$ cat config.mk
export PLATFORM = sky130hd
export DESIGN_NAME = shms_ctrl
export DESIGN_NICKNAME = d
export VERILOG_FILES = /design/src/sv/status_histogram_masked_sum_unit_macros.svh /design/src/sv/shms_pkg.sv /design/src/sv/shms_ctrl.sv
export SDC_FILE = /design/constraint.sdc
export NUM_CORES = 1
export LEC_CHECK = 0
export ABC_AREA = 1
export BUFFER_PORTS_ARGS = -buffer_cell sky130_fd_sc_hd__buf_2
export CELL_PAD_IN_SITES_DETAIL_PLACEMENT = 1
export CELL_PAD_IN_SITES_GLOBAL_PLACEMENT = 1
export CORE_ASPECT_RATIO = 1.1
export CORE_MARGIN = 1.5
export CORE_UTILIZATION = 43
export DETAILED_ROUTE_END_ITERATION = 7
export PLACE_DENSITY_LB_ADDON = 0.1
export SLEW_MARGIN = 20
export SYNTH_ARGS = -nofsm -noshare
export SYNTH_HDL_FRONTEND = slang
export SYNTH_SLANG_ARGS = --single-unit
$ cat constraint.sdc
create_clock -name i_clk -period 4.7 [get_ports i_clk]
set_input_delay 0.705 -clock i_clk [delete_from_list [all_inputs] [get_ports i_clk]]
set_output_delay 0.705 -clock i_clk [all_outputs]
set_load 0.005 [all_outputs]
$ cat src/sv/status_histogram_masked_sum_unit_macros.svh
// ----------------------------------------------------------------------------
// status_histogram_masked_sum_unit_macros
// Assertion macros for the status histogram masked-sum unit.
// ----------------------------------------------------------------------------
`ifndef STATUS_HISTOGRAM_MASKED_SUM_UNIT_MACROS_SVH
`define STATUS_HISTOGRAM_MASKED_SUM_UNIT_MACROS_SVH

// same-cycle implication
`define SHMS_ASSERT_IMP(lbl, clk, rst_n, ante, cons, msg) \
    lbl: assert property (@(posedge clk) disable iff (!(rst_n)) (ante) |-> (cons)) \
        else $error(msg);

// next-cycle implication
`define SHMS_ASSERT_NXT(lbl, clk, rst_n, ante, cons, msg) \
    lbl: assert property (@(posedge clk) disable iff (!(rst_n)) (ante) |=> (cons)) \
        else $error(msg);

`endif

$ cat src/sv/shms_pkg.sv
// ----------------------------------------------------------------------------
// shms_pkg
// Shared types and constants of the status histogram masked-sum unit.
// ----------------------------------------------------------------------------
package shms_pkg;

    localparam int unsigned FLAG_PORT_W = 9;
    localparam int unsigned SUM_PORT_W  = 32;

    localparam logic ACT_COUNT = 1'b0;
    localparam logic ACT_QUERY = 1'b1;

    typedef struct packed {
        logic clearing;
        logic counting;
        logic scanning;
        logic result;
    } t_seq_status;

endpackage

$ cat src/sv/shms_ctrl.sv
// ----------------------------------------------------------------------------
// shms_ctrl
// Sequencer with one shared adder: clear sweep, bin increment, masked scan.
// ----------------------------------------------------------------------------
module shms_ctrl
    import shms_pkg::*;
#(
    parameter int unsigned FLAG_BITS   = 9,
    parameter int unsigned COUNT_WIDTH = 32
) (
    input  logic                   i_clk,
    input  logic                   i_rst_n,
    input  logic                   i_valid,
    output logic                   o_stall,
    input  logic                   i_action,
    input  logic [FLAG_PORT_W-1:0] i_status_word,
    input  logic [FLAG_PORT_W-1:0] i_must_mask,
    input  logic [FLAG_PORT_W-1:0] i_must_not_mask,
    output logic                   o_valid,
    input  logic                   i_stall,
    output logic [SUM_PORT_W-1:0]  o_bin_sum,
    output logic                   o_ram_we,
    output logic [FLAG_BITS-1:0]   o_ram_addr,
    output logic [COUNT_WIDTH-1:0] o_ram_wdata,
    input  logic [COUNT_WIDTH-1:0] i_ram_rdata,
    output t_seq_status            o_status
);

    localparam int unsigned MW = (FLAG_BITS > FLAG_PORT_W) ? FLAG_BITS : FLAG_PORT_W;
    localparam int unsigned SW = (COUNT_WIDTH > SUM_PORT_W) ? COUNT_WIDTH : SUM_PORT_W;

    localparam logic [2:0] ST_CLEAR  = 3'd0;
    localparam logic [2:0] ST_IDLE   = 3'd1;
    localparam logic [2:0] ST_CNT_RD = 3'd2;
    localparam logic [2:0] ST_CNT_WR = 3'd3;
    localparam logic [2:0] ST_SCAN   = 3'd4;
    localparam logic [2:0] ST_OUT    = 3'd5;

    logic [2:0]             r_state, n_state;
    logic [FLAG_BITS:0]     r_cnt, n_cnt;
    logic [FLAG_BITS-1:0]   r_bin, n_bin;
    logic [MW-1:0]          r_must, n_must;
    logic [MW-1:0]          r_must_not, n_must_not;
    logic [COUNT_WIDTH-1:0] r_acc, n_acc;
    logic                   r_pend, n_pend;
    logic                   r_pend_match, n_pend_match;
    logic                   r_out_valid, n_out_valid;
    logic [SUM_PORT_W-1:0]  r_out_sum, n_out_sum;

    logic                   accept;
    logic                   issue;
    logic                   idx_match;
    logic [MW-1:0]          idx_w;
    logic [COUNT_WIDTH-1:0] add_a;
    logic [COUNT_WIDTH-1:0] add_b;
    logic [COUNT_WIDTH-1:0] add_sum;
    logic [SW-1:0]          acc_w;

    assign accept = i_valid && (r_state == ST_IDLE);
    assign issue  = !r_cnt[FLAG_BITS];

    assign idx_w     = MW'(r_cnt[FLAG_BITS-1:0]);
    assign idx_match = ((idx_w & r_must) == r_must) && ((idx_w & r_must_not) == '0);

    // shared adder
    assign add_a   = ((r_state == ST_CNT_WR) || r_pend_match) ? i_ram_rdata : '0;
    assign add_b   = (r_state == ST_CNT_WR) ? COUNT_WIDTH'(1) : r_acc;
    assign add_sum = add_a + add_b;

    always_comb begin
        n_state      = r_state;
        n_cnt        = r_cnt;
        n_bin        = r_bin;
        n_must       = r_must;
        n_must_not   = r_must_not;
        n_acc        = r_acc;
        n_pend       = 1'b0;
        n_pend_match = 1'b0;
        n_out_valid  = r_out_valid && i_stall;
        n_out_sum    = r_out_sum;
        o_ram_we     = 1'b0;
        o_ram_addr   = r_cnt[FLAG_BITS-1:0];
        o_ram_wdata  = '0;
        case (r_state)
            ST_CLEAR: begin
                if (issue) begin
                    o_ram_we = 1'b1;
                    n_cnt    = r_cnt + 1'b1;
                end else begin
                    n_state = ST_IDLE;
                end
            end
            ST_IDLE: begin
                if (accept) begin
                    n_bin      = FLAG_BITS'(i_status_word);
                    n_must     = MW'(i_must_mask);
                    n_must_not = MW'(i_must_not_mask);
                    n_cnt      = '0;
                    n_acc      = '0;
                    if (i_action == ACT_QUERY) begin
                        n_state = ST_SCAN;
                    end else begin
                        n_state = ST_CNT_RD;
                    end
                end
            end
            ST_CNT_RD: begin
                o_ram_addr = r_bin;
                n_state    = ST_CNT_WR;
            end
            ST_CNT_WR: begin
                o_ram_addr  = r_bin;
                o_ram_we    = 1'b1;
                o_ram_wdata = add_sum;
                n_state     = ST_IDLE;
            end
            ST_SCAN: begin
                if (r_pend) begin
                    n_acc = add_sum;
                end
                if (issue) begin
                    n_cnt        = r_cnt + 1'b1;
                    n_pend       = 1'b1;
                    n_pend_match = idx_match;
                end else begin
                    n_state = ST_OUT;
                end
            end
            ST_OUT: begin
                // wait for the output register to free up
                if (!r_out_valid || !i_stall) begin
                    n_out_valid = 1'b1;
                    n_out_sum   = acc_w[SUM_PORT_W-1:0];
                    n_state     = ST_IDLE;
                end
            end
            default: begin
                n_state = ST_IDLE;
            end
        endcase
    end

    always_ff @(posedge i_clk) begin
        if (!i_rst_n) begin
            r_state     <= ST_CLEAR;
            r_cnt       <= '0;
            r_pend      <= 1'b0;
            r_out_valid <= 1'b0;
        end else begin
            r_state     <= n_state;
            r_cnt       <= n_cnt;
            r_pend      <= n_pend;
            r_out_valid <= n_out_valid;
        end
        r_bin        <= n_bin;
        r_must       <= n_must;
        r_must_not   <= n_must_not;
        r_acc        <= n_acc;
        r_pend_match <= n_pend_match;
        r_out_sum    <= n_out_sum;
    end

    assign acc_w     = SW'(r_acc);
    assign o_bin_sum = r_out_sum;
    assign o_valid   = r_out_valid;
    assign o_stall   = (r_state != ST_IDLE);

    assign o_status.clearing = (r_state == ST_CLEAR);
    assign o_status.counting = (r_state == ST_CNT_RD) || (r_state == ST_CNT_WR);
    assign o_status.scanning = (r_state == ST_SCAN);
    assign o_status.result   = (r_state == ST_OUT);

endmodule

==> results of run 1 <==
[Yosys cell counts (3+ instances only)]
| cell type | count | share of area [%] |
|---|---|---|
| a21oi_1 | 32 | 2.4 |
| inv_2 | 11 | 0.61 |
| nor3_1 | 13 | 0.96 |
| clkbuf_1 | 10 | 0.55 |
| dfxtp_1 | 16 | 4.7 |
| ha_1 | 32 | 5.9 |
| edfxtp_1 | 91 | 40 |
| o21ai_0 | 13 | 0.96 |
| nand2_1 | 258 | 14 |
| nor3_2 | 3 | 0.44 |
| o21ai_1 | 4 | 0.30 |
| nand2_2 | 4 | 0.37 |
| xnor2_1 | 15 | 1.9 |
| inv_1 | 190 | 11 |
| nor2_2 | 4 | 0.37 |
| a22oi_1 | 6 | 0.66 |
| nand4_1 | 7 | 0.65 |
| buf_2 | 4 | 0.30 |
| nor2_1 | 176 | 9.7 |
| nand3_1 | 27 | 2.0 |
[stage by stage]
step                      worst slack [ps]  utilization [%]  hold WS [ps]  instance area, sq um
after floorplan                       1632                -         418.3                  6777
after global placement               801.1            50.79         429.5                  7736
after detailed placement             700.7            50.79         436.2                  7736
after CTS                            261.8            52.99         455.5                  8071
after global routing                 18.45            52.99         465.4                  8071
final                                258.6            53.01         453.2                  8074
[worst max-delay path, cell delays in order, from the launching register on]
cell     delay [ps]
dfxtp_1         450
nor2_2           90
nand2_4         130
nand2_1          80
inv_1           460
buf_4           350
nor2_1           70
ha_1            400
nand2_1         110
inv_1            90
nand2_1          90
nor3_1          300
nand3_1         220
nand3_1         130
nand2_1          50
nand2_1         130
nor2_1           60
buf_2           140
[kinds of logic after synthesis]
logic type | after synthesis | share of synthesized area (%)
and+or+nand+nor | 499 | 29.65
buffers and inverters | 215 | 11.98
DFF | 107 | 45.05
AOI/OAI and AO/OA | 62 | 5.041
adders and majority gates | 33 | 6.204
xor gates and xnor gates | 16 | 2.068
[routing by layer]
| layer | global-route usage (%) | share of wire [%] | up-vias |
|---|---|---|---|
| met5 | 0 | 0 | - |
| met4 | 6.977 | 1.5 | 0 |
| met3 | 3.885 | 4.4 | 19 |
| met2 | 44.85 | 50 | 146 |
| met1 | 32.06 | 44 | 2965 |
| li1 | - | - | 3152 |
[cells in the final DEF, fill, tap and decap left out, drive strengths merged]
cell      n
o21ai    17
clkinv    3
nand3    27
edfxtp   91
a21o      1
o21bai    2
o22ai     1
bufinv    1
a31oi     1
nand2   264
and2      1
a21oi    32
fa        1
xnor2    15
o211ai    1
diode     1
nor2    180
nand3b    2
nor4      1
dfxtp    16
nand4     7
clkbuf    9
inv     204
ha       32
xor2      1
a221oi    1
or2       1
a22oi     6
buf     149
nor3     16
[report_power, final]
group	internal (mW)	total [mW]	switching (mW)
Clock	0.439	0.849	0.410
Combinational	0.0261	0.0499	0.0238
Sequential	1.02	1.02	0.00329
[final cells by class]
| type | instances | area (sq um) |
|---|---|---|
| multi-input combinational | 610 | 2923 |
| sequential | 107 | 3053 |
| clock buffer | 9 | 225.2 |
| fill | 2001 | 7157 |
| inverter | 201 | 754.5 |
| timing repair buffer | 149 | 760.7 |
| tap | 196 | 245.2 |
| clock inverter | 7 | 110.1 |
| antenna | 1 | 2.502 |
[registers in the layout, indices dropped and copies added, names as in the netlist]
register	cells
o_valid	1
r_pend	1
acc_w	32
r_bin	9
r_state	3
r_must	9
o_bin_sum	32
r_cnt	10
r_pend_match	1
r_must_not	9
[worst paths after layout]
kind                           startpoint                       to  slack (ps)  cells past startpoint
hold / removal     acc_w[6]$_SDFFCE_PN0P_   o_bin_sum[6]$_DFFE_PP_         450                      0
setup reg to reg  r_state[2]$_SDFFE_PN0P_  acc_w[24]$_SDFFCE_PN0P_        1190                     16
hold reg to reg    acc_w[6]$_SDFFCE_PN0P_   o_bin_sum[6]$_DFFE_PP_         450                      0
setup / recovery  r_state[2]$_SDFFE_PN0P_          o_ram_wdata[24]         260                     17
==> impl_metrics.yaml, run 1 <==
detailed_routing:
  via_count: 6282
  vias_per_cell: 4.908
  wl_per_cell_um: 15.63
  ant_nets: 0
  drt_iter0_markers: 297
  route.detailed.drc: 0
  routed_wl_um: 20010
  dr.pass1.iters: 4
global_route:
  grt_pass1_vias: 6566
  grt_max_degree: 34
  grt_pass1_wl_um: 32290
  grt_use_total_pct: 25.39
  antenna_found_initial: 0
  overflow: 0
critical_path:
  arrival_ps: 3740
  cp_max_fo: 17
  startpoint_type: "flip-flop"
  path_class: "flip-flop to output port"
  critPathRequiredTime_ps: 3990
  end_kind: "output port"
die:
  dieArea_sq_um: 16520
  core_sq_um: 15230
  ios: 144
  die_x_um: 122.7
  die_h_um: 134.7
  initial_core_util_pct: 44.49
  rows: 47
placed_design:
  dp_hpwl_um: 15560
  dp_cells: 1263
  finalWeightedCongestion: 0.9282
  portBuffers: 143
synth:
  syn_nets: 1029
  avgSynthCellArea_sq_um: 7.271
  ys_seq_area_share_pct: 45.05
  synth-async-reset-ratio_pct: 0
  synth-edff-count: 91
  ys_ff_latch: 107
  synthFlopType: "edfxtp_1"
  synth.distinct_cells: 33
  syn-instance-count: 932
  syn_area_sq_um: 6776
  yosysWarnings: 0
timing:
  hold_viol: 0
  rsz0062_at_grt: "false"
  fin_skew_ps: 14.59
  worstMarginPinSlew_ps: 705.6
  setup_viol: 0
  period_share_pct: 94.50
  relSlewSlack_pct: 52.96
  finalSetupTns_ps: 0
  fin_crit_ps: 4441
  drv_slew: 0
  clock.fmax_mhz: 225.2
cts:
  cts_buffers: 9
  clk_path_buf_depth: 2
  clk_pin_slew_ps: 80
  holdBufCountCts: 0
  cts_tree: "yes"
  htreeDepth: 3
  clkSinkCount: 107
  cts-root-buf: "clkbuf_16"
  post_cts_resized: 0
  post_cts_buffers: 0
  clk_latency_ps: 360
power:
  power_mw: 1.921
  powerDensity_nw_per_um2: 237.9
  leakagePower_nw: 4.299
  worst_ir_drop_vdd_mv: 0.1619
final_layout:
  fin_nets: 1175
  finalNonFillerCells: 1280
  final_layout_size_suffix_gt1_share_pct: 17.64
  area_delta_synth_final_pct: 19.15
worst_hold_path:
  min_path_type: "flip-flop to flip-flop"
run:
  maxCapViolCount: 0
status:
  outcome: "completed"
Power figures use the tool's default switching activity.
==> run 2: changes to the inputs <==
SETUP_SLACK_MARGIN = 0.3   (was not set)
==> run 2 against run 1 <==
  * Sequential power about the same
  * Design area increased by 0.31%
  * Non-clock buffer count increased by 1
  * Cell count about the same
==> impl_metrics.yaml, run 2 (synthesized netlist as in run 1, its figures left out) <==
die:
  die_x_um: 122.7
  rows: 47
  core_sq_um: 15230
  ios: 144
  die_h_um: 134.7
  initial_core_util_pct: 44.49
  dieArea_sq_um: 16520
final_layout:
  nFillCells: 1996
  final_layout_size_suffix_gt1_share_pct: 17.90
  layout_common_cells: "nand2_1 (258), inv_1 (189), nor2_1 (176)"
  area_delta_synth_final_pct: 19.52
  final_area_sq_um: 8099
  layout_commonest_cell: "nand2_1"
  fin_nets: 1176
critical_path:
  arrival_ps: 3480
  end_kind: "output port"
  startpoint_type: "flip-flop"
  critPathRequiredTime_ps: 3990
  cp_common_cell: "nand2_1"
  crit_chain: "inv_2, nor2_2, nand2_4, inv_2, buf_4, nor2_1, ha_1, nand2_1, inv_1, nand2_1, nor3_1, nand3_1, nand3_1, nand2_1, nand2_1, nor2_1, buf_2"
  path_class: "flip-flop to output port"
  cp_slowest_cell: "dfxtp_1"
  cp_max_fo: 19
  cp_slowest_stage_delay_ps: 400
timing:
  fin_skew_ps: 14.48
  setup_viol: 0
  hold_viol: 0
  clock.fmax_mhz: 238.7
  finalSetupTns_ps: 0
  setup_ws_ps: 510.4
  whs_ps: 453.3
  drv_slew: 0
  rsz0062_at_grt: "true"
  relSlewSlack_pct: 53.56
  period_share_pct: 89.14
  worstMarginPinSlew_ps: 696.6
  fin_crit_ps: 4190
cts:
  cts_buffers: 9
  cts-root-buf: "clkbuf_16"
  holdBufCountCts: 0
  clk_path_buf_depth: 2
  htreeDepth: 3
  clk_latency_ps: 370
  clkSinkCount: 107
  clk_pin_slew_ps: 80
  cts_tree: "yes"
detailed_routing:
  vias_per_cell: 4.923
  route.detailed.drc: 0
  dr.pass1.iters: 4
  via_count: 6307
  ant_nets: 0
  wl_per_cell_um: 15.70
  drt_iter0_markers: 307
  routed_wl_um: 20120
global_route:
  grt_pass1_vias: 6575
  grt_pass1_wl_um: 32310
  overflow: 0
  grt_max_degree: 34
  antenna_found_initial: 0
  grt_use_total_pct: 25.41
run:
  maxCapViolCount: 0
placed_design:
  finalWeightedCongestion: 0.9282
  portBuffers: 143
  dp_hpwl_um: 15560
  placed_area_sq_um: 7736
  place_ws_ps: 700.7
power:
  worst_ir_drop_vdd_mv: 0.1621
  switchingPower_uw: 440.6
  sw_frac_of_total_pct: 22.89
  p_comb_share_pct: 2.6
  p_int_mw: 1.484
  clockPowerShare_pct: 44.3
  leakagePower_nw: 4.310
  seqPwrFrac_pct: 53.1
  powerDensity_nw_per_um2: 237.7
worst_hold_path:
  min_path_type: "flip-flop to flip-flop"
status:
  outcome: "completed"
## run 2: cell types whose count changed in the layout (fill, tap and decap cells not counted), sizes merged
cell      change
inv           -1
clkinvlp      +1
buf           +1
## run 2: repair_timing
| action | CTS | global route |
|---|---|---|
| gates resized for setup | 1 | 1 |
| setup endpoints to repair | 1 | 10 |
| cloned | 0 | 0 |
| buffers inserted | 0 | 1 |
## run 2: power by group through the flow
stage / clock network [mW] / registers [mW] / logic (mW)
4_1_cts: 0.868 / 1.02 / 0.0504
6_report: 0.853 / 1.02 / 0.0497
3_5_place_dp: 0 / 1.04 / 0.0495
3_3_place_gp: 0 / 1.04 / 0.0474
2_1_floorplan: 0 / 1.04 / 0.0148
5_1_grt: 0.893 / 1.02 / 0.0553
## run 2: critical path: cells and delay by family, from the launching register on
family / cells / cell delay, ps
fa+ha+maj: 1 / 370
buf+inv: 5 / 910
flops: 1 / 400
simple gates: 11 / 1410
## run 2: final timing paths
kind | cells past startpoint | startpoint | slack [ps] | endpoint
max reg2reg | 18 | r_state[1]$_SDFFE_PN0P_ | 1450 | acc_w[18]$_SDFFCE_PN0P_
max | 17 | r_state[1]$_SDFFE_PN0P_ | 510 | o_ram_wdata[24]
min | 0 | acc_w[6]$_SDFFCE_PN0P_ | 450 | o_bin_sum[6]$_DFFE_PP_
min reg2reg | 0 | acc_w[6]$_SDFFCE_PN0P_ | 450 | o_bin_sum[6]$_DFFE_PP_
## run 2: metrics by stage
stage	utilization [%]	power [mW]	instances
2_1_floorplan	-	1.058	932
3_3_place_gp	50.79	1.092	1263
3_5_place_dp	50.79	1.094	1263
4_1_cts	53.02	1.941	1279
5_1_grt	53.16	1.971	1280
6_report	53.18	1.925	1281
## run 2: layout make-up
cell class / instances / area (sq um) / area share [%]
antenna: 1 / 2.502 / 0.03090
clock buffer: 9 / 225.2 / 2.781
clock inverter: 7 / 110.1 / 1.359
inverter: 201 / 758.2 / 9.362
multi-input combinational: 610 / 2923 / 36.09
sequential: 107 / 3054 / 37.71
tap: 196 / 245.2 / 3.028
timing repair buffer: 150 / 780.7 / 9.640
## run 2: routing by layer
metal / vias up / wire, um / GRT usage (%)
met4: 0 / 391 / 7.300
met2: 142 / 9988 / 44.72
li1: 3157 / - / -
met3: 25 / 841 / 3.927
met5: - / 0 / 0
met1: 2983 / 8896 / 32.06
==> run 3: changes to the inputs <==
CAP_MARGIN = 5   (was not set)
CORE_ASPECT_RATIO = not set   (was 1.1)
==> run 3 against run 2 <==
  * First-iteration DRC count is 2.3% higher
  * Register-to-register slack gained 120 ps
  * Critical endpoint is now o_ram_wdata[28]
  * Via count barely moved
  * Design area up 0.26%
==> impl_metrics.yaml, run 3 (synthesized netlist as in run 1, its figures left out) <==
status:
  outcome: "completed"
die:
  ios: 144
  rows: 45
  dieArea_sq_um: 16520
  die_x_um: 128.5
  die_h_um: 128.5
  core_sq_um: 15310
  initial_core_util_pct: 44.25
cts:
  clk_path_buf_depth: 2
  cts_tree: "yes"
  cts_buffers: 9
  clk_pin_slew_ps: 80
  clk_latency_ps: 370
  clkSinkCount: 107
  htreeDepth: 3
  cts-root-buf: "clkbuf_16"
  holdBufCountCts: 0
final_layout:
  nFillCells: 2068
  layout_common_cells: "nand2_1 (258), inv_1 (190), nor2_1 (176)"
  finalNonFillerCells: 1296
  area_delta_synth_final_pct: 19.83
  register_area_sq_um: 3053
  multi_input_area_sq_um: 2923
  final_layout_size_suffix_gt1_share_pct: 17.79
  n_antenna_cell: 0
  layout_commonest_cell: "nand2_1"
  fin_nets: 1177
placed_design:
  portBuffers: 143
  dp_cells: 1278
  finalWeightedCongestion: 0.8644
  dp_hpwl_um: 15130
critical_path:
  cp_max_fo: 31
  end_kind: "output port"
  cp_slowest_stage_delay_ps: 460
  path_buf_inv: 3
  crit_chain: "nor2_2, nand2_4, nand2_1, inv_1, buf_8, nor2_1, ha_1, fa_1, nand3_1, nand3_1, nand2_1, nand2_2, nand2_1, nand2_1, nand2_1, nand2_1, nand2_1, nand2_1, nor2_1, buf_2"
  path_class: "flip-flop to output port"
  crit_family: "simple AND/OR/NAND/NOR gates"
  critPathRequiredTime_ps: 3990
  cp_common_cell: "nand2_1"
  arrival_ps: 3370
  startpoint_type: "flip-flop"
  cp_slowest_cell: "fa_1"
timing:
  clock.fmax_mhz: 245.4
  relSlewSlack_pct: 53.96
  drv_slew: 0
  finalSetupTns_ps: 0
  fin_skew_ps: 13.36
  fin_crit_ps: 4074
  rsz0062_at_grt: "false"
  worstMarginPinSlew_ps: 689.6
  period_share_pct: 86.69
  hold_viol: 0
  setup_viol: 0
  whs_ps: 454.6
power:
  switchingPower_uw: 434.2
  seqPwrFrac_pct: 53.4
  p_int_mw: 1.482
  leakagePower_nw: 4.311
  worst_ir_drop_vdd_mv: 0.1601
  sw_frac_of_total_pct: 22.66
  powerDensity_nw_per_um2: 236.0
  power_mw: 1.916
  p_comb_share_pct: 2.5
  clockPowerShare_pct: 44.1
global_route:
  grt_use_total_pct: 24.73
  antenna_found_initial: 0
  grt_max_degree: 34
  grt_pass1_vias: 6334
  overflow: 0
  grt_pass1_wl_um: 31660
detailed_routing:
  vias_per_cell: 4.864
  wl_per_cell_um: 15.25
  drt_iter0_markers: 314
  routed_wl_um: 19760
  dr.pass1.iters: 4
  ant_nets: 0
  via_count: 6304
  route.detailed.drc: 0
run:
  maxCapViolCount: 0
worst_hold_path:
  min_path_type: "flip-flop to flip-flop"
## run 3: final timing paths
kind	startpoint	to	slack, ps	cells past startpoint
max	r_state[2]$_SDFFE_PN0P_	o_ram_wdata[28]	630	20
min	acc_w[12]$_SDFFCE_PN0P_	o_bin_sum[12]$_DFFE_PP_	450	0
max reg2reg	r_state[2]$_SDFFE_PN0P_	acc_w[28]$_SDFFCE_PN0P_	1570	18
min reg2reg	acc_w[12]$_SDFFCE_PN0P_	o_bin_sum[12]$_DFFE_PP_	450	0
## run 3: stage by stage
stage | worst slack (ps) | utilization, % | area [sq um]
after CTS | 312.3 | 52.86 | 8095
after global routing | 314.0 | 53.02 | 8120
after global placement | 871.3 | 50.64 | 7755
after detailed placement | 764.0 | 50.64 | 7755
after floorplan | 1632 | - | 6777
final | 625.6 | 53.02 | 8120
## run 3: what timing repair did
item	4_1_cts	5_1_grt
resized for setup	0	4
setup endpoints to repair	0	20
setup buffers	0	2
## run 3: metal layers
| metal | global-route usage [%] | vias to the layer above | part of all wire (%) |
|---|---|---|---|
| li1 | - | 3162 | - |
| met1 | 32.15 | 2994 | 46 |
| met2 | 43.11 | 131 | 48 |
| met3 | 3.285 | 17 | 4.4 |
| met4 | 7.469 | 0 | 1.6 |
| met5 | 0 | - | 0 |
## run 3: worst reg2reg max path, delay by kind of cell, from the launching register on
family	cells	cell delay, ps
buffers and inverters	2	310
flip-flops	1	450
AND/OR/NAND/NOR	14	1400
adder cells (fa/ha/maj)	2	700
## run 3: cell type report
| type | count | share of cell area (%) |
|---|---|---|
| sequential | 107 | 37.60 |
| inverter | 201 | 9.322 |
| tap | 211 | 3.251 |
| clock buffer | 9 | 2.773 |
| multi-input combinational | 610 | 35.99 |
| clock inverter | 7 | 1.418 |
| timing repair buffer | 151 | 9.646 |
## run 3: power by group through the flow
stage	clock network (mW)	registers [mW]	logic [mW]
2_1_floorplan	0	1.04	0.0148
3_3_place_gp	0	1.04	0.0467
3_5_place_dp	0	1.04	0.0483
4_1_cts	0.859	1.02	0.0488
5_1_grt	0.886	1.02	0.0541
6_report	0.845	1.02	0.0483
